`src/hdl/b32d_pkg.sv`:
```
// ----------------------------------------------------------------------------
// b32d_pkg
// Shared types and constants for the base32 stream decoder.
// ----------------------------------------------------------------------------
package b32d_pkg;

  localparam int unsigned CHAR_W      = 8;
  localparam int unsigned SYM_W       = 5;
  localparam int unsigned BYTE_W      = 8;
  localparam int unsigned COUNT_W     = 12;
  localparam int unsigned BUF_W       = 12;
  localparam int unsigned HELD_W      = 3;

  localparam int unsigned QUEUE_DEPTH = 4;
  localparam int unsigned QPTR_W      = $clog2(QUEUE_DEPTH);
  localparam int unsigned QCNT_W      = $clog2(QUEUE_DEPTH + 1);

  localparam int unsigned S_TDATA_W   = 8;
  localparam int unsigned M_TDATA_W   = 24;
  localparam int unsigned PADDR_W     = 3;
  localparam int unsigned PDATA_W     = 32;

  // register index, taken from paddr[2]
  localparam logic REG_MAX_OUTPUT_BYTES = 1'b0;
  localparam logic [COUNT_W-1:0] MAX_OUTPUT_BYTES_RST = 12'd64;

  localparam logic [CHAR_W-1:0] CHAR_NUL     = 8'h00;
  localparam logic [CHAR_W-1:0] CHAR_UPPER_A = 8'h41;
  localparam logic [CHAR_W-1:0] CHAR_UPPER_Z = 8'h5A;
  localparam logic [CHAR_W-1:0] CHAR_LOWER_A = 8'h61;
  localparam logic [CHAR_W-1:0] CHAR_LOWER_Z = 8'h7A;
  localparam logic [CHAR_W-1:0] CHAR_TWO     = 8'h32;
  localparam logic [CHAR_W-1:0] CHAR_SEVEN   = 8'h37;
  localparam logic [CHAR_W-1:0] DIGIT_BASE   = 8'd26;

  // one classified character on its way to the back end
  typedef struct packed {
    logic             term;
    logic [SYM_W-1:0] sym;
  } item_t;

endpackage

```
`src/hdl/b32d_front.sv`:
```
// ----------------------------------------------------------------------------
// b32d_front
// Classifies incoming characters into base32 symbols or the terminator;
// skipped characters are consumed and dropped here.
// ----------------------------------------------------------------------------
module b32d_front (
  input  logic                              s_valid_i,
  output logic                              s_ready_o,
  input  logic [b32d_pkg::CHAR_W-1:0]       char_code_i,
  input  logic                              q_ready_i,
  output logic                              q_push_o,
  output b32d_pkg::item_t                   q_item_o
);

  logic                        is_upper;
  logic                        is_lower;
  logic                        is_digit;
  logic                        is_term;
  logic [b32d_pkg::CHAR_W-1:0] sym_full;

  always_comb begin
    is_upper = (char_code_i >= b32d_pkg::CHAR_UPPER_A) &&
               (char_code_i <= b32d_pkg::CHAR_UPPER_Z);
    is_lower = (char_code_i >= b32d_pkg::CHAR_LOWER_A) &&
               (char_code_i <= b32d_pkg::CHAR_LOWER_Z);
    is_digit = (char_code_i >= b32d_pkg::CHAR_TWO) &&
               (char_code_i <= b32d_pkg::CHAR_SEVEN);
    is_term  = (char_code_i == b32d_pkg::CHAR_NUL);

    priority if (is_upper) begin
      sym_full = char_code_i - b32d_pkg::CHAR_UPPER_A;
    end else if (is_lower) begin
      sym_full = char_code_i - b32d_pkg::CHAR_LOWER_A;
    end else if (is_digit) begin
      sym_full = char_code_i - b32d_pkg::CHAR_TWO + b32d_pkg::DIGIT_BASE;
    end else begin
      sym_full = '0;
    end
  end

  assign s_ready_o     = q_ready_i;
  assign q_push_o      = s_valid_i && q_ready_i && (is_term || is_upper || is_lower || is_digit);
  assign q_item_o.term = is_term;
  assign q_item_o.sym  = sym_full[b32d_pkg::SYM_W-1:0];

endmodule

```
`src/hdl/b32d_fifo.sv`:
```
// ----------------------------------------------------------------------------
// b32d_fifo
// Short queue of classified items between front and back end.
// ----------------------------------------------------------------------------
module b32d_fifo (
  input  logic            clk_i,
  input  logic            rst_ni,
  input  logic            push_i,
  input  b32d_pkg::item_t item_i,
  output logic            ready_o,
  output logic            valid_o,
  output b32d_pkg::item_t item_o,
  input  logic            pop_i
);

  b32d_pkg::item_t                 mem_q [b32d_pkg::QUEUE_DEPTH];
  logic [b32d_pkg::QPTR_W-1:0]     wr_ptr_q, wr_ptr_d;
  logic [b32d_pkg::QPTR_W-1:0]     rd_ptr_q, rd_ptr_d;
  logic [b32d_pkg::QCNT_W-1:0]     count_q, count_d;

  assign ready_o = (count_q != b32d_pkg::QCNT_W'(b32d_pkg::QUEUE_DEPTH));
  assign valid_o = (count_q != '0);
  assign item_o  = mem_q[rd_ptr_q];

  always_comb begin
    wr_ptr_d = push_i ? wr_ptr_q + 1'b1 : wr_ptr_q;
    rd_ptr_d = pop_i  ? rd_ptr_q + 1'b1 : rd_ptr_q;
    count_d  = count_q;
    if (push_i && !pop_i) begin
      count_d = count_q + 1'b1;
    end else if (pop_i && !push_i) begin
      count_d = count_q - 1'b1;
    end
  end

  always_ff @(posedge clk_i or negedge rst_ni) begin
    if (!rst_ni) begin
      wr_ptr_q <= '0;
      rd_ptr_q <= '0;
      count_q  <= '0;
    end else begin
      wr_ptr_q <= wr_ptr_d;
      rd_ptr_q <= rd_ptr_d;
      count_q  <= count_d;
    end
  end

  always_ff @(posedge clk_i) begin
    if (push_i) begin
      mem_q[wr_ptr_q] <= item_i;
    end
  end

endmodule

```
`src/hdl/b32d_back.sv`:
```
// ----------------------------------------------------------------------------
// b32d_back
// Packs symbols into bytes, tracks the byte count and capacity, and holds
// the result beat in an output register.
// ----------------------------------------------------------------------------
module b32d_back (
  input  logic                             clk_i,
  input  logic                             rst_ni,
  input  logic [b32d_pkg::COUNT_W-1:0]     max_bytes_i,
  input  logic                             q_valid_i,
  input  b32d_pkg::item_t                  q_item_i,
  output logic                             q_pop_o,
  output logic                             m_valid_o,
  input  logic                             m_ready_i,
  output logic [b32d_pkg::BYTE_W-1:0]      data_byte_o,
  output logic                             is_summary_o,
  output logic [b32d_pkg::COUNT_W-1:0]     byte_count_o,
  output logic                             overflow_o
);

  logic [b32d_pkg::BUF_W-1:0]   buf_q, buf_d;
  logic [b32d_pkg::HELD_W-1:0]  held_q, held_d;
  logic [b32d_pkg::COUNT_W-1:0] cnt_q, cnt_d;
  logic                         ovf_q, ovf_d;

  logic                         out_valid_q, out_valid_d;
  logic [b32d_pkg::BYTE_W-1:0]  out_byte_q, out_byte_d;
  logic                         out_sum_q, out_sum_d;
  logic [b32d_pkg::COUNT_W-1:0] out_cnt_q, out_cnt_d;
  logic                         out_ovf_q, out_ovf_d;

  logic [b32d_pkg::BUF_W-1:0]    buf_shift;
  logic [b32d_pkg::HELD_W:0]     total;
  logic [b32d_pkg::HELD_W-1:0]   rem;
  logic [b32d_pkg::BUF_W-1:0]    byte_wide;
  logic                          emit;

  assign q_pop_o = q_valid_i && (!out_valid_q || m_ready_i);

  always_comb begin
    buf_shift = {buf_q[b32d_pkg::BUF_W-b32d_pkg::SYM_W-1:0], q_item_i.sym};
    total     = {1'b0, held_q} + 4'd5;
    rem       = b32d_pkg::HELD_W'(total - 4'd8);
    byte_wide = buf_shift >> rem;

    buf_d       = buf_q;
    held_d      = held_q;
    cnt_d       = cnt_q;
    ovf_d       = ovf_q;
    emit        = 1'b0;
    out_byte_d  = out_byte_q;
    out_sum_d   = out_sum_q;
    out_cnt_d   = out_cnt_q;
    out_ovf_d   = out_ovf_q;
    out_valid_d = out_valid_q && !m_ready_i;

    if (q_pop_o) begin
      if (q_item_i.term) begin
        emit       = 1'b1;
        out_byte_d = '0;
        out_sum_d  = 1'b1;
        out_cnt_d  = ovf_q ? '0 : cnt_q;
        out_ovf_d  = ovf_q;
        buf_d      = '0;
        held_d     = '0;
        cnt_d      = '0;
        ovf_d      = 1'b0;
      end else if (total < 4'd8) begin
        buf_d  = buf_shift;
        held_d = total[b32d_pkg::HELD_W-1:0];
      end else begin
        // a byte completes; keep only the leftover low bits
        buf_d  = buf_shift & ~({b32d_pkg::BUF_W{1'b1}} << rem);
        held_d = rem;
        if (!ovf_q) begin
          if (cnt_q >= max_bytes_i) begin
            ovf_d = 1'b1;
          end else begin
            cnt_d      = cnt_q + 1'b1;
            emit       = 1'b1;
            out_byte_d = byte_wide[b32d_pkg::BYTE_W-1:0];
            out_sum_d  = 1'b0;
            out_cnt_d  = '0;
            out_ovf_d  = 1'b0;
          end
        end
      end
    end

    if (emit) begin
      out_valid_d = 1'b1;
    end
  end

  always_ff @(posedge clk_i or negedge rst_ni) begin
    if (!rst_ni) begin
      buf_q       <= '0;
      held_q      <= '0;
      cnt_q       <= '0;
      ovf_q       <= 1'b0;
      out_valid_q <= 1'b0;
    end else begin
      buf_q       <= buf_d;
      held_q      <= held_d;
      cnt_q       <= cnt_d;
      ovf_q       <= ovf_d;
      out_valid_q <= out_valid_d;
    end
  end

  always_ff @(posedge clk_i) begin
    out_byte_q <= out_byte_d;
    out_sum_q  <= out_sum_d;
    out_cnt_q  <= out_cnt_d;
    out_ovf_q  <= out_ovf_d;
  end

  assign m_valid_o    = out_valid_q;
  assign data_byte_o  = out_byte_q;
  assign is_summary_o = out_sum_q;
  assign byte_count_o = out_cnt_q;
  assign overflow_o   = out_ovf_q;

  a_ovf_count_zero: assert property (@(posedge clk_i) disable iff (!rst_ni)
    out_valid_q && out_sum_q && out_ovf_q |-> out_cnt_q == '0)
    else $error("overflow summary with nonzero count");

  a_data_beat_clean: assert property (@(posedge clk_i) disable iff (!rst_ni)
    out_valid_q && !out_sum_q |-> out_cnt_q == '0 && !out_ovf_q)
    else $error("data beat carries summary fields");

  a_term_clears: assert property (@(posedge clk_i) disable iff (!rst_ni)
    q_pop_o && q_item_i.term |=> held_q == '0 && cnt_q == '0 && !ovf_q && buf_q == '0)
    else $error("string state not cleared after terminator");

  a_bits_bounded: assert property (@(posedge clk_i) disable iff (!rst_ni)
    (buf_q >> held_q) == '0)
    else $error("bit buffer holds bits above the held count");

endmodule

```
`src/hdl/base32_stream_decoder_unit.sv`:
```
// ----------------------------------------------------------------------------
// base32_stream_decoder_unit
// Streaming base32 decoder: one character per input beat, bytes and an
// end-of-string summary per output beat.
// ----------------------------------------------------------------------------
// A new character is taken every cycle while the output side keeps up; a
// character is written into the queue and, once popped, into the output register.
// The front end classifies each character and drops skipped ones, a
// four-entry queue decouples it from the back end, and the back end packs
// 5-bit symbols into bytes through a single output register, so the
// sustained rate of one character per cycle is set by that register and
// the queue's single push and pop per cycle. A zero character closes the
// string with a summary beat (count, or 0 plus the overflow flag) and
// resets the bit packer. max_output_bytes (address 0, reset 64) caps the
// data beats of a string; it should be written only while the block is idle.
module base32_stream_decoder_unit (
  input  logic                               clk_i,
  input  logic                               rst_ni,
  // stream in
  input  logic                               s_axis_tvalid_i,
  output logic                               s_axis_tready_o,
  input  logic [b32d_pkg::S_TDATA_W-1:0]     s_axis_tdata_i,   // [7:0] char_code
  // stream out
  output logic                               m_axis_tvalid_o,
  input  logic                               m_axis_tready_i,
  // [7:0] data_byte, [19:8] byte_count, [20] overflow, [23:21] zero
  output logic [b32d_pkg::M_TDATA_W-1:0]     m_axis_tdata_o,
  output logic                               m_axis_tuser_o,   // [0] is_summary
  // register port
  input  logic                               psel,
  input  logic                               penable,
  input  logic                               pwrite,
  input  logic [b32d_pkg::PADDR_W-1:0]       paddr,
  input  logic [b32d_pkg::PDATA_W-1:0]       pwdata,
  output logic [b32d_pkg::PDATA_W-1:0]       prdata,
  output logic                               pready
);

  logic [b32d_pkg::COUNT_W-1:0] max_bytes_q;

  logic            q_push;
  logic            q_ready;
  logic            q_valid;
  logic            q_pop;
  b32d_pkg::item_t q_in;
  b32d_pkg::item_t q_out;

  logic [b32d_pkg::BYTE_W-1:0]  data_byte;
  logic [b32d_pkg::COUNT_W-1:0] byte_count;
  logic                         overflow;

  assign pready = 1'b1;

  always_ff @(posedge clk_i or negedge rst_ni) begin
    if (!rst_ni) begin
      max_bytes_q <= b32d_pkg::MAX_OUTPUT_BYTES_RST;
    end else if (psel && penable && pwrite && pready &&
                 paddr[2] == b32d_pkg::REG_MAX_OUTPUT_BYTES) begin
      max_bytes_q <= pwdata[b32d_pkg::COUNT_W-1:0];
    end
  end

  always_comb begin
    prdata = '0;
    if (paddr[2] == b32d_pkg::REG_MAX_OUTPUT_BYTES) begin
      prdata = {{(b32d_pkg::PDATA_W-b32d_pkg::COUNT_W){1'b0}}, max_bytes_q};
    end
  end

  b32d_front u_front (
    .s_valid_i   (s_axis_tvalid_i),
    .s_ready_o   (s_axis_tready_o),
    .char_code_i (s_axis_tdata_i),
    .q_ready_i   (q_ready),
    .q_push_o    (q_push),
    .q_item_o    (q_in)
  );

  b32d_fifo u_fifo (
    .clk_i   (clk_i),
    .rst_ni  (rst_ni),
    .push_i  (q_push),
    .item_i  (q_in),
    .ready_o (q_ready),
    .valid_o (q_valid),
    .item_o  (q_out),
    .pop_i   (q_pop)
  );

  b32d_back u_back (
    .clk_i        (clk_i),
    .rst_ni       (rst_ni),
    .max_bytes_i  (max_bytes_q),
    .q_valid_i    (q_valid),
    .q_item_i     (q_out),
    .q_pop_o      (q_pop),
    .m_valid_o    (m_axis_tvalid_o),
    .m_ready_i    (m_axis_tready_i),
    .data_byte_o  (data_byte),
    .is_summary_o (m_axis_tuser_o),
    .byte_count_o (byte_count),
    .overflow_o   (overflow)
  );

  assign m_axis_tdata_o = {3'b000, overflow, byte_count, data_byte};

endmodule
```
`config.mk`:
```
export PLATFORM = sky130hd
export DESIGN_NAME = base32_stream_decoder_unit
export DESIGN_NICKNAME = d
export VERILOG_FILES = /design/src/hdl/b32d_pkg.sv /design/src/hdl/b32d_front.sv /design/src/hdl/b32d_fifo.sv /design/src/hdl/b32d_back.sv /design/src/hdl/base32_stream_decoder_unit.sv
export SDC_FILE = /design/constraint.sdc
export NUM_CORES = 1
export LEC_CHECK = 0
export BUFFER_PORTS_ARGS = -buffer_cell sky130_fd_sc_hd__clkbuf_2
export CAP_MARGIN = 10
export CORE_MARGIN = 3
export CORE_UTILIZATION = 55
export CTS_CLUSTER_DIAMETER = 200
export DETAILED_ROUTE_END_ITERATION = 8
export MAX_ROUTING_LAYER = met4
export PLACE_DENSITY = 0.9
export SYNTH_ARGS = -nofsm -noshare
export SYNTH_HDL_FRONTEND = slang
export SYNTH_SLANG_ARGS = --single-unit
```
`constraint.sdc`:
```
create_clock -name clk_i -period 5.4 [get_ports clk_i]
set_input_delay 0.27 -clock clk_i [delete_from_list [all_inputs] [get_ports clk_i]]
set_output_delay 0.27 -clock clk_i [all_outputs]
set_load 0.01 [all_outputs]
```
After elaboration in Yosys (flattened, before gate mapping)

Memories as Yosys holds them, arrays and structs flattened.
Cells that the tools add are included.

Bits in registers: 65
Latch bits: 0
Bits in writable memories: 24
Memory bits (read-only): 0
Input port bits: 50
Output and inout bits: 60
Logic and storage cells: 105
Memories kept: 1

Add/subtract/negate cells: 11
Multiply operators: 0
Divide/modulo/power cells: 0
Magnitude comparators: 8
Eq/ne operators: 4
Shift-type cells: 2
Muxes and demuxes: 38
Bitwise gates (word level): 3
Reductions and logical operators: 25

Memories:

| name         | words | width | read ports | clocked after memory_dff | wr ports | line            | text |
|---|---|---|---|---|---|---|---|
| u_fifo.mem_q | 4     | 6     | 1          | 0                        | 1        | b32d_fifo.sv:16 | `b32d_pkg::item_t mem_q [b32d_pkg::QUEUE_DEPTH];` |

Operators by type and width:

| operator                | count |
|---|---|
| $mux W12                | 10 |
| $mux W8                 | 3 |
| $ge A8 B7 Y1 const B    | 2 |
| $le A8 B7 Y1 const B    | 2 |
| $mux W1                 | 16 |
| $mux W5                 | 3 |
| $mux W7                 | 2 |
| $add A12 B1 Y12 const B | 1 |
| $ge A12 B12 Y1          | 1 |
| $logic_and A1 B1 Y1     | 12 |
| $mux W3                 | 4 |
| $shl A12 B3 Y7 const A  | 1 |
| $shr A12 B3 Y8          | 1 |
| $sub A5 B1 Y5 const B   | 2 |
| $ge A8 B6 Y1 const B    | 1 |
| $le A8 B6 Y1 const B    | 1 |
| $logic_not A8 Y1        | 1 |
| $and A7 B7 Y7           | 1 |
| $not A7 Y7              | 1 |
| $ne A2 B2 Y1 const B    | 3 |
| $sub A3 B1 Y3 const B   | 2 |
| $add A5 B5 Y5 const B   | 1 |
| $sub A5 B5 Y5 const B   | 1 |
| $add A2 B1 Y2 const B   | 2 |
| other kinds (11)        | 17 |

Logic depth before layout (Yosys ltp)

Gate-level depths: netlist of run 1.

Word-level depth: 10
Gate-level depth with buffers: 12
Mapped depth without buffers: 12

Modules after synthesis

A second synthesis of run 1 with hierarchy kept.

Cell total of the unflattened synthesis: 476
Area, all modules: 5291.3 µm²

Modules (own cells, without submodules):

| module                     | instances | cells an instance | area an instance (µm²) |
|---|---|---|---|
| b32d_back                  | 1         | 292               | 2834.0 |
| b32d_fifo                  | 1         | 67                | 1263.7 |
| base32_stream_decoder_unit | 1         | 66                | 785.8 |
| b32d_front                 | 1         | 51                | 407.9 |

Least setup slack after synthesis of run 1

OpenSTA, ideal clock, no wires.

Kind: input to register
Start point: input port s_axis_tdata_i[0] (netlist name)
End point: register u_fifo.count_q[1] (netlist name)
Setup time: 125 ps
Arrival time: 2392 ps
Data required time: 5275 ps
Slack: 2883 ps
Stages: 10
Buffers on the path: 0
Cell sequence: inv_1 ha_1 nand2b_1 or4_1 o211ai_1 a21oi_1 ha_1 inv_1 fa_1 mux2_2

Elaborated cells between the ends (all ways): 19

RTL lines:

| what                                         | line                               | text |
|---|---|---|
| start, declared                              | base32_stream_decoder_unit.sv:22   | `input logic [b32d_pkg::S_TDATA_W-1:0] s_axis_tdata_i,` |
| $ge A8 B7 Y1 or $le A8 B7 Y1 (tied branches) | b32d_front.sv:22, b32d_front.sv:23 |  |
| $logic_and A1 B1 Y1                          | b32d_front.sv:22                   | `is_upper = (char_code_i >= b32d_pkg::CHAR_UPPER_A) &&` |
| $logic_or A1 B1 Y1 (2 in a row)              | b32d_front.sv:42                   | `assign q_push_o = s_valid_i && q_ready_i && (is_term \|\| is_upper \|\| is_lower \|\| is_digit);` |
| $logic_or A1 B1 Y1 (*)                       | b32d_front.sv:42                   |  |
| $logic_and A1 B1 Y1 (*)                      | b32d_front.sv:42                   |  |
| named net q_push                             | base32_stream_decoder_unit.sv:41   | `logic q_push;` |
| $logic_and A1 B1 Y1 (*)                      | b32d_fifo.sv:29                    | `if (push_i && !pop_i) begin` |
| $mux W3 (*)                                  | b32d_fifo.sv:29                    |  |
| named net u_fifo.count_d (one bit)           | b32d_fifo.sv:19                    | `logic [b32d_pkg::QCNT_W-1:0] count_q, count_d;` |
| end signal, assigned                         | b32d_fifo.sv:44                    | `count_q <= count_d;` |
| end, declared                                | b32d_fifo.sv:19                    |  |

Mark *: on every way through the listed nets, which the timed path passes. The rest lies on a longest branch.
A chain may end at the register's enable or synchronous reset.

Worst setup path after layout of run 1

Start point: register u_back.held_q[0] (netlist name)
End point: register u_back.out_byte_q (netlist bit u_back.data_byte_o[3]), data pin

Word-level cells in the longest chain between the ends: 6

Ends and longest elaborated chain:

| what                   | line             | text |
|---|---|---|
| start, declared        | b32d_back.sv:22  | `logic [b32d_pkg::HELD_W-1:0] held_q, held_d;` |
| start signal, assigned | b32d_back.sv:104 | `held_q <= held_d;` |
| $add A3 B3 Y4          | b32d_back.sv:42  | `total = {1'b0, held_q} + 4'd5;` |
| $sub A3 B1 Y3          | b32d_back.sv:43  | `rem = b32d_pkg::HELD_W'(total - 4'd8);` |
| $shr A12 B3 Y8         | b32d_back.sv:44  | `byte_wide = buf_shift >> rem;` |
| $mux W8                | b32d_back.sv:76  | `if (cnt_q >= max_bytes_i) begin` |
| $mux W8                | b32d_back.sv:75  | `if (!ovf_q) begin` |
| $mux W8                | b32d_back.sv:68  | `end else if (total < 4'd8) begin` |
| end signal, assigned   | b32d_back.sv:112 | `out_byte_q <= out_byte_d;` |
| end, declared          | b32d_back.sv:27  | `logic [b32d_pkg::BYTE_W-1:0] out_byte_q, out_byte_d;` |

No other way between the ends. The select of a mux whose other input is x is not followed.

==> results of run 1 <==
==> cells by family (layout without fill, tap and decap cells) <==
logic type      after synthesis  after routing  synth area share
simple gates                125            125             0.131
buf+inv                      63            105            0.0710
flops                        89             89             0.515
other cells                   2             24           0.00157
fa+ha+maj                    28             28            0.0749
compound gates               71             71            0.0927
mux                          37             37            0.0974
xor+xnor                      9              9            0.0165
==> power groups by stage <==
stage               Clock [W]  Combinational (W)  Sequential [W]
detailed placement          0            0.00102         0.00110
CTS                  0.000542            0.00104         0.00109
floorplan                   0           0.000757         0.00109
global placement            0           0.000972         0.00109
finish               0.000536            0.00104         0.00109
global route         0.000569            0.00115         0.00111
==> cells in the final DEF (no fill, tap or decap), types with 5 or more instances in the layout <==
cell type	synthesis	final
mux2_2	22	22
nand2_1	29	29
o21ai_0	27	27
nand3_1	9	9
dfrtp_1	42	42
a21oi_1	20	20
clkbuf_8	0	9
mux2i_1	9	9
edfxtp_1	46	46
and3_1	6	6
conb_1	2	24
nor3_1	10	10
and2_1	15	15
inv_1	24	24
xnor2_1	6	6
clkbuf_2	0	63
or3_1	9	9
mux4_2	5	5
ha_1	27	27
nor2_1	32	32
==> layout make-up <==
class	instances	area, µm²	share of cell area
clock buffers	11	131	0.0248
multi-input cells	294	2060	0.389
inverters	26	97.6	0.0184
flip-flops and latches	89	2460	0.464
repair buffers	63	315	0.0595
well taps	105	131	0.0248
clock inverters	5	103	0.0194
==> critical path, delay by kind of cell, from the launching register on <==
family	cells	cell delay, ns
AOI/OAI and AO/OA	2	0.50
adders and majority gates	1	0.81
buffers and inverters	1	0.37
DFF	1	0.68
muxes	1	0.43
and+or+nand+nor	1	0.09
==> final timing paths <==
| check | startpoint | to | slack, ns | depth (start not counted) |
|---|---|---|---|---|
| max | u_back.held_q[0]$_DFFE_PN0P_ | u_back.data_byte_o[3]$_SDFFCE_PP0P_ | 2.27 | 6 |
| min | rst_ni | u_fifo.count_q[1]$_DFFE_PN0P_ | 0.11 | 1 |
| max reg2reg | u_back.held_q[0]$_DFFE_PN0P_ | u_back.data_byte_o[3]$_SDFFCE_PP0P_ | 2.27 | 6 |
| min reg2reg | max_bytes_q[11]$_DFFE_PN0P_ | max_bytes_q[11]$_DFFE_PN0P_ | 0.51 | 1 |
| max in group asynchronous | rst_ni | u_back.buf_q[4]$_DFFE_PN0P_ | 4.63 | 1 |
| min in group clk_i | pwdata[5] | max_bytes_q[5]$_DFFE_PN0P_ | 0.14 | 2 |
==> through the flow <==
stage,std cells,hold WS (ns),setup slack [ns]
detailed placement,577,0.494,2.37
CTS,593,0.125,2.34
global placement,577,0.483,2.43
finish,593,0.107,2.27
global route,593,0.135,2.12
floorplan,446,-0.0256,2.88
==> Yosys cell counts (2+ instances only) <==
master and instances:
clkbuf_1 7, xnor2_1 6, ha_1 27, o31ai_1 4, dfrtp_1 42, nand2b_1 3
mux2_2 22, edfxtp_1 46, o211ai_1 4, or4_1 3, conb_1 2, a21oi_1 20
buf_1 3, nor3_1 10, o22ai_1 2, mux4_2 5, and2_1 15, a211oi_1 2
buf_4 25, o21ai_0 27, nor2_1 32, xor2_1 3, nand3_1 9, a221o_1 2
inv_1 24, nor2b_1 2, nand2_1 29, mux2i_1 9, or3_1 9, a22o_1 3
and3_1 6, nand4_1 4
==> flip-flops by register name (all words and copies together), names as in the netlist, 3 cells and up <==
name,flops
u_back.held_q,3
u_fifo.mem_q,24
u_back.buf_q,7
max_bytes_q,12
u_fifo.count_q,3
u_back.data_byte_o,8
u_back.cnt_q,12
u_back.byte_count_o,12
==> metal layers <==
layer	wire [µm]	vias up	part of all wire	global-route usage
met2	4820	131	0.51	0.350
met4	233	0	0.025	0.0956
met3	546	24	0.058	0.0316
li1	-	1587	-	-
met1	3800	1637	0.40	0.244
met5	0	-	0	-
==> flow_summary.ini, run 1 <==
[yosys]
synthTopCellsByArea = edfxtp_1, dfrtp_1, ha_1
synth_area_um2 = 4780
syn_inst = 424
seq_area_frac_synth = 0.515
synth_top_area_share = 0.289
synth_edf_count = 46
avgSynthCellArea_um2 = 11.3
synth_cell_types = 49
synth_top_cell_by_area = edfxtp_1
async_flop_share = 0.483
yosysWarnings = 0
synth_ff_type = edfxtp_1
ys_ff_latch = 89

[setup_path]
path_cells = clkinv_1 > ha_1 > mux2_2 > a21oi_1 > nor3_1 > a221o_1
timing_worst_setup_path_type = reg -> reg
crit_slowest_cell = ha_1
worst_path_largest_cell_delay_ns = 0.81
arrival_ns = 3.24
worstPathMaxFanout = 18
start_kind = flop
end_kind = flop
cp.required_ns = 5.51

[sta]
period_needed_ns = 3.13
slew_headroom = 0.269
tightest_slew_ns = 1.10
setup_violations = 0
finalMaxSlewViolations = 0
timing.fmax_mhz = 319
fin_crit_sh = 0.580
finalHoldViolations = 0
tns_ns = 0
finClkSkew_ns = 0.00998
rsz0062_at_grt = false

[final_layout]
area_delta_synth_final_pct = 10.9
final_core_util = 0.635
fin_area_um2 = 5300
fill_cells = 626
drive_gt1_frac = 0.225
final_nets = 561
n_antenna_cell = 0

[drt]
detail-route-antenna-nets = 0
dr.pass1.iters = 4
drt_iter0_drc = 121
vias_per_cell = 5.70
vias = 3379
route.detailed.drc = 0
wl_per_cell_um = 15.8
wl_um = 9390

[pwr]
p_leak_nw = 2.35
irDropWorstVdd_uv = 295
p_sw_frac = 0.376
p_comb_frac = 0.389
power_density_nw_per_um2 = 502
p_total_w = 0.00266
pwr-share-clk = 0.202
p_int_w = 0.00166
p_sw_w = 0.00100
power_frac_seq = 0.409

[clock_network]
cts_buffers = 9
clk_pin_slew_worst_paths_ns = 0.09
cts_tree = done
htreeDepth = 3
cts_resized = 0
cts.sinks = 89
root_buffer = clkbuf_8
clock_latency_ns = 0.36
ctsHoldBuffers = 0
post_cts_buffers = 0
cts_buffer_depth = 2

[grt]
grt_max_degree = 44
grt_usage = 0.207
grt_antenna_before_repair = 0
grt_pass1_wl_um = 15700
overflow = 0
grt_pass1_vias = 3281

[die]
initial_core_util = 0.573
std_cell_rows = 33
coreArea_um2 = 8340
fp.dieW_um = 99.2
chipHeight_um = 99.2
dieArea_um2 = 9840
pin_count = 110

[run_status]
status = finished, final reports clean

[job]
cap_viol_max_count = 0

[hold_path]
holdCritPathClass = in -> async

[place]
placed_cell_area_um2 = 5060
numPortBuffers = 63
dp_hpwl_um = 6910
globalplace.congestion = 0.881
(Power assumes the default switching activity.)
==> inputs of run 2 (changes only) <==
- CORE_UTILIZATION: 55 -> 49
- PLACE_DENSITY: 0.9 -> 0.85
- clock period: 5.4 -> 2.75 ns (I/O delays scaled with it)
==> flow_summary.ini, run 2 (same netlist as run 1, synthesis figures left out) <==
[final_layout]
n_antenna_cell = 0
largest_reg_flops = 24
final_core_util = 0.577
top_register = u_fifo.mem_q
final_nets = 572
layout_common_cells = clkbuf_2, edfxtp_1, dfrtp_1
area_delta_synth_final_pct = 13.1
final_common_cell = clkbuf_2
final_cells = 628
fin_area_um2 = 5410
drive_gt1_frac = 0.238

[pwr]
power_density_nw_per_um2 = 959
p_leak_nw = 2.39
irDropWorstVdd_uv = 415

[clock_network]
cts_resized = 0
clk_pin_slew_worst_paths_ns = 0.08
cts_buffers = 9
cts_buffer_depth = 2
clock_latency_ns = 0.36
htreeDepth = 3
root_buffer = clkbuf_8
cts.sinks = 89
cts_tree = done

[sta]
tightest_slew_ns = 1.04
finalMaxSlewViolations = 0
setup_ws_ns = 0.215
slew_headroom = 0.307
setup_violations = 0
tns_ns = 0
finalHoldViolations = 0
rsz0062_at_grt = false
period_needed_ns = 2.53
fin_crit_sh = 0.922
timing.fmax_mhz = 395
finClkSkew_ns = 0.0135

[grt]
grt_max_degree = 44
overflow = 0
grt_usage = 0.178
grt_pass1_vias = 3234
grt_antenna_before_repair = 0
grt_pass1_wl_um = 15300

[drt]
detail-route-antenna-nets = 0
dr.pass1.iters = 4
wl_um = 9140
wl_per_cell_um = 14.6
route.detailed.drc = 0
drt_iter0_drc = 97
vias = 3356
vias_per_cell = 5.34

[place]
placedCellCount = 608
placed_cell_area_um2 = 5150
dp_hpwl_um = 6740
numPortBuffers = 63
dpl_worst_slack_ns = 0.111
globalplace.congestion = 0.866

[die]
pin_count = 110
std_cell_rows = 35
dieArea_um2 = 11000
initial_core_util = 0.510
coreArea_um2 = 9370
fp.dieW_um = 105
chipHeight_um = 105

[setup_path]
worstPathMaxFanout = 23
timing_worst_setup_path_type = reg -> reg
arrival_ns = 2.57
end_kind = flop
cp.required_ns = 2.79
start_kind = flop

[hold_path]
holdCritPathClass = in -> reg

[run_status]
status = finished, final reports clean

[job]
cap_viol_max_count = 0
## run 2: changes by cell type in the layout (fill, tap and decap cells not counted), sizes merged
cell,change
clkbuf,-2
bufinv,-1
dlygate4sd3,+4
clkinv,+2
buf,+7
clkinvlp,+1
## run 2: cell type report
cell class,instances,area (µm²)
fillers,804,3970
well taps,129,161
multi-input cells,294,2060
clock buffers,9,124
inverters,26,97.6
repair buffers,74,408
clock inverters,7,93.8
flip-flops and latches,89,2460
## run 2: routing by layer
metal  vias up  track usage  wire length [µm]
met5         -            -                 0
met4         0       0.0712               236
met3        21       0.0426               504
met2       103        0.292              4550
met1      1625        0.211              3840
li1       1607            -                 -
## run 2: critical path: stages, from the launching register on
cell and delay, ns:
dfrtp_1 0.58, mux2i_1 0.17, mux2_4 0.38, nor2_1 0.51, a31oi_1 0.20, inv_1 0.10, buf_4 0.27
## run 2: power breakdown
group	leakage, nW	total, W	internal [W]	switching [W]
clock network	0.107	0.000969	0.000512	0.000457
registers	0.993	0.00210	0.00186	0.000243
logic	1.29	0.00211	0.000845	0.00126
## run 2: through the flow
step | hold WS (ns) | power, W
after floorplan | -0.158 | 0.00362
after global placement | 0.352 | 0.00414
after detailed placement | 0.368 | 0.00423
after CTS | 0.00548 | 0.00521
after global routing | 0.00246 | 0.00554
final | 0.0205 | 0.00518
## run 2: final timing paths
check                                                from                                  end  slack [ns]  depth (start not counted)
setup / recovery           u_fifo.rd_ptr_q[1]$_DFFE_PN0P_  u_back.data_byte_o[0]$_SDFFCE_PP0P_        0.22                          6
hold / removal                                  pwdata[4]           max_bytes_q[4]$_DFFE_PN0P_        0.02                          2
setup reg to reg           u_fifo.rd_ptr_q[1]$_DFFE_PN0P_  u_back.data_byte_o[0]$_SDFFCE_PP0P_        0.22                          6
hold reg to reg             u_fifo.count_q[2]$_DFFE_PN0P_        u_fifo.count_q[2]$_DFFE_PN0P_        0.50                          1
max in group asynchronous                          rst_ni          u_back.buf_q[0]$_DFFE_PN0P_        1.62                          2
min in group asynchronous                          rst_ni         u_back.held_q[1]$_DFFE_PN0P_        0.50                          2
## run 2: timing repair
item	in CTS	in global routing
endpoints found under the hold margin	45	0
hold buffers	4	0
buffers inserted	0	0
==> inputs of run 3 (changes only) <==
- MAX_ROUTING_LAYER: met4 -> default
==> flow_summary.ini, run 3 (same netlist as run 1, synthesis figures left out) <==
[run_status]
status = finished, final reports clean

[sta]
finClkSkew_ns = 0.00903
fin_crit_sh = 0.921
timing.fmax_mhz = 395
slew_headroom = 0.307
tns_ns = 0
tightest_slew_ns = 1.04
finalHoldViolations = 0
setup_violations = 0
period_needed_ns = 2.53
holdWs_ns = 0.0164
finalMaxSlewViolations = 0
rsz0062_at_grt = false

[die]
fp.dieW_um = 105
initial_core_util = 0.510
chipHeight_um = 105
coreArea_um2 = 9370
pin_count = 110
std_cell_rows = 35
dieArea_um2 = 11000

[final_layout]
drive_gt1_frac = 0.241
fin_area_um2 = 5350
final_nets = 570
area_delta_synth_final_pct = 11.9
largest_reg_flops = 24
final_common_cell = clkbuf_2
layout_common_cells = clkbuf_2, edfxtp_1, dfrtp_1
top_register = u_fifo.mem_q
n_antenna_cell = 0

[hold_path]
hold_path_startpoint = pwdata[0]
holdCritPathClass = in -> reg

[grt]
grt_pass1_wl_um = 15000
grt_antenna_before_repair = 0
grt_max_degree = 44
grt_usage = 0.167
overflow = 0
grt_pass1_vias = 3264

[drt]
wl_um = 8930
vias = 3391
drt_iter0_drc = 113
dr.pass1.iters = 7
wl_per_cell_um = 14.3
vias_per_cell = 5.42
detail-route-antenna-nets = 0
route.detailed.drc = 0

[place]
dp_hpwl_um = 6690
globalplace.congestion = 0.862
placed_cell_area_um2 = 5150
numPortBuffers = 63

[clock_network]
clock_latency_ns = 0.35
htreeDepth = 3
cts_buffers = 9
root_buffer = clkbuf_8
clk_pin_slew_worst_paths_ns = 0.09
cts_buffer_depth = 2
cts_tree = done
cts.sinks = 89
cts_resized = 0

[pwr]
power_density_nw_per_um2 = 938
irDropWorstVdd_uv = 396
p_leak_nw = 2.36

[setup_path]
path_cells = mux2i_1 > mux2_4 > nor2_1 > a31oi_1 > inv_1 > buf_4
worstPathMaxFanout = 23
worst-path-buf-inv = 2
worst_path_largest_cell_delay_ns = 0.58
r2r_start = u_fifo.rd_ptr_q[1]$_DFFE_PN0P_
start_kind = flop
crit_start = u_fifo.rd_ptr_q[1]$_DFFE_PN0P_
timing_worst_setup_path_type = reg -> reg
cp.required_ns = 2.79
crit_slowest_cell = dfrtp_1
arrival_ns = 2.57
end_kind = flop
path_delay_family = flip-flops

[job]
cap_viol_max_count = 0
run 3: changes by cell type in the layout (fill, tap and decap cells not counted), sizes merged:
cell         delta
clkinv          -1
bufinv          -2
inv             +1
dlygate4sd3     -2
clkinvlp        +2
run 3: stage by stage:
step	power [W]	instances	util	setup WS, ns
after floorplan	0.00362	446	-	0.337
after global routing	0.00536	626	0.570	0.0473
final	0.00501	626	0.570	0.216
after global placement	0.00411	608	0.549	0.208
after CTS	0.00503	626	0.570	0.233
after detailed placement	0.00422	608	0.549	0.0676
run 3: report_power, final:
group	internal, W	switching [W]	total (W)
combinational	0.000846	0.00126	0.00211
sequential	0.00186	0.000238	0.00210
clock	0.000334	0.000468	0.000802
total	0.00304	0.00197	0.00501
run 3: final cells by class:
type	instances	area (µm²)
Tap cell	129	161
Sequential cell	89	2460
Inverter	26	97.6
Multi-Input combinational cell	294	2060
Clock buffer	9	124
Fill cell	785	4030
Clock inverter	7	53.8
Timing Repair Buffer	72	388
run 3: final timing paths:
check                                                       to  slack [ns]  cells past startpoint
max                        u_back.data_byte_o[7]$_SDFFCE_PP0P_        0.22                      6
min in group asynchronous           max_bytes_q[4]$_DFFE_PN0P_        0.50                      2
min                                 max_bytes_q[0]$_DFFE_PN0P_        0.02                      2
min reg2reg                      u_fifo.count_q[2]$_DFFE_PN0P_        0.50                      1
max in group asynchronous          u_back.buf_q[6]$_DFFE_PN0P_        1.61                      2
max reg2reg                u_back.data_byte_o[7]$_SDFFCE_PP0P_        0.22                      6
run 3: metal layers:
layer  share of wire  GRT usage
met4           0.024     0.0787
met2            0.50      0.286
met5               0          0
met1            0.42      0.205
met3           0.060     0.0290
run 3: repair_timing:
item | 4_1_cts | 5_1_grt
setup buffers | 0 | 0
hold buffers | 2 | 0
endpoints found under the hold margin | 38 | 0
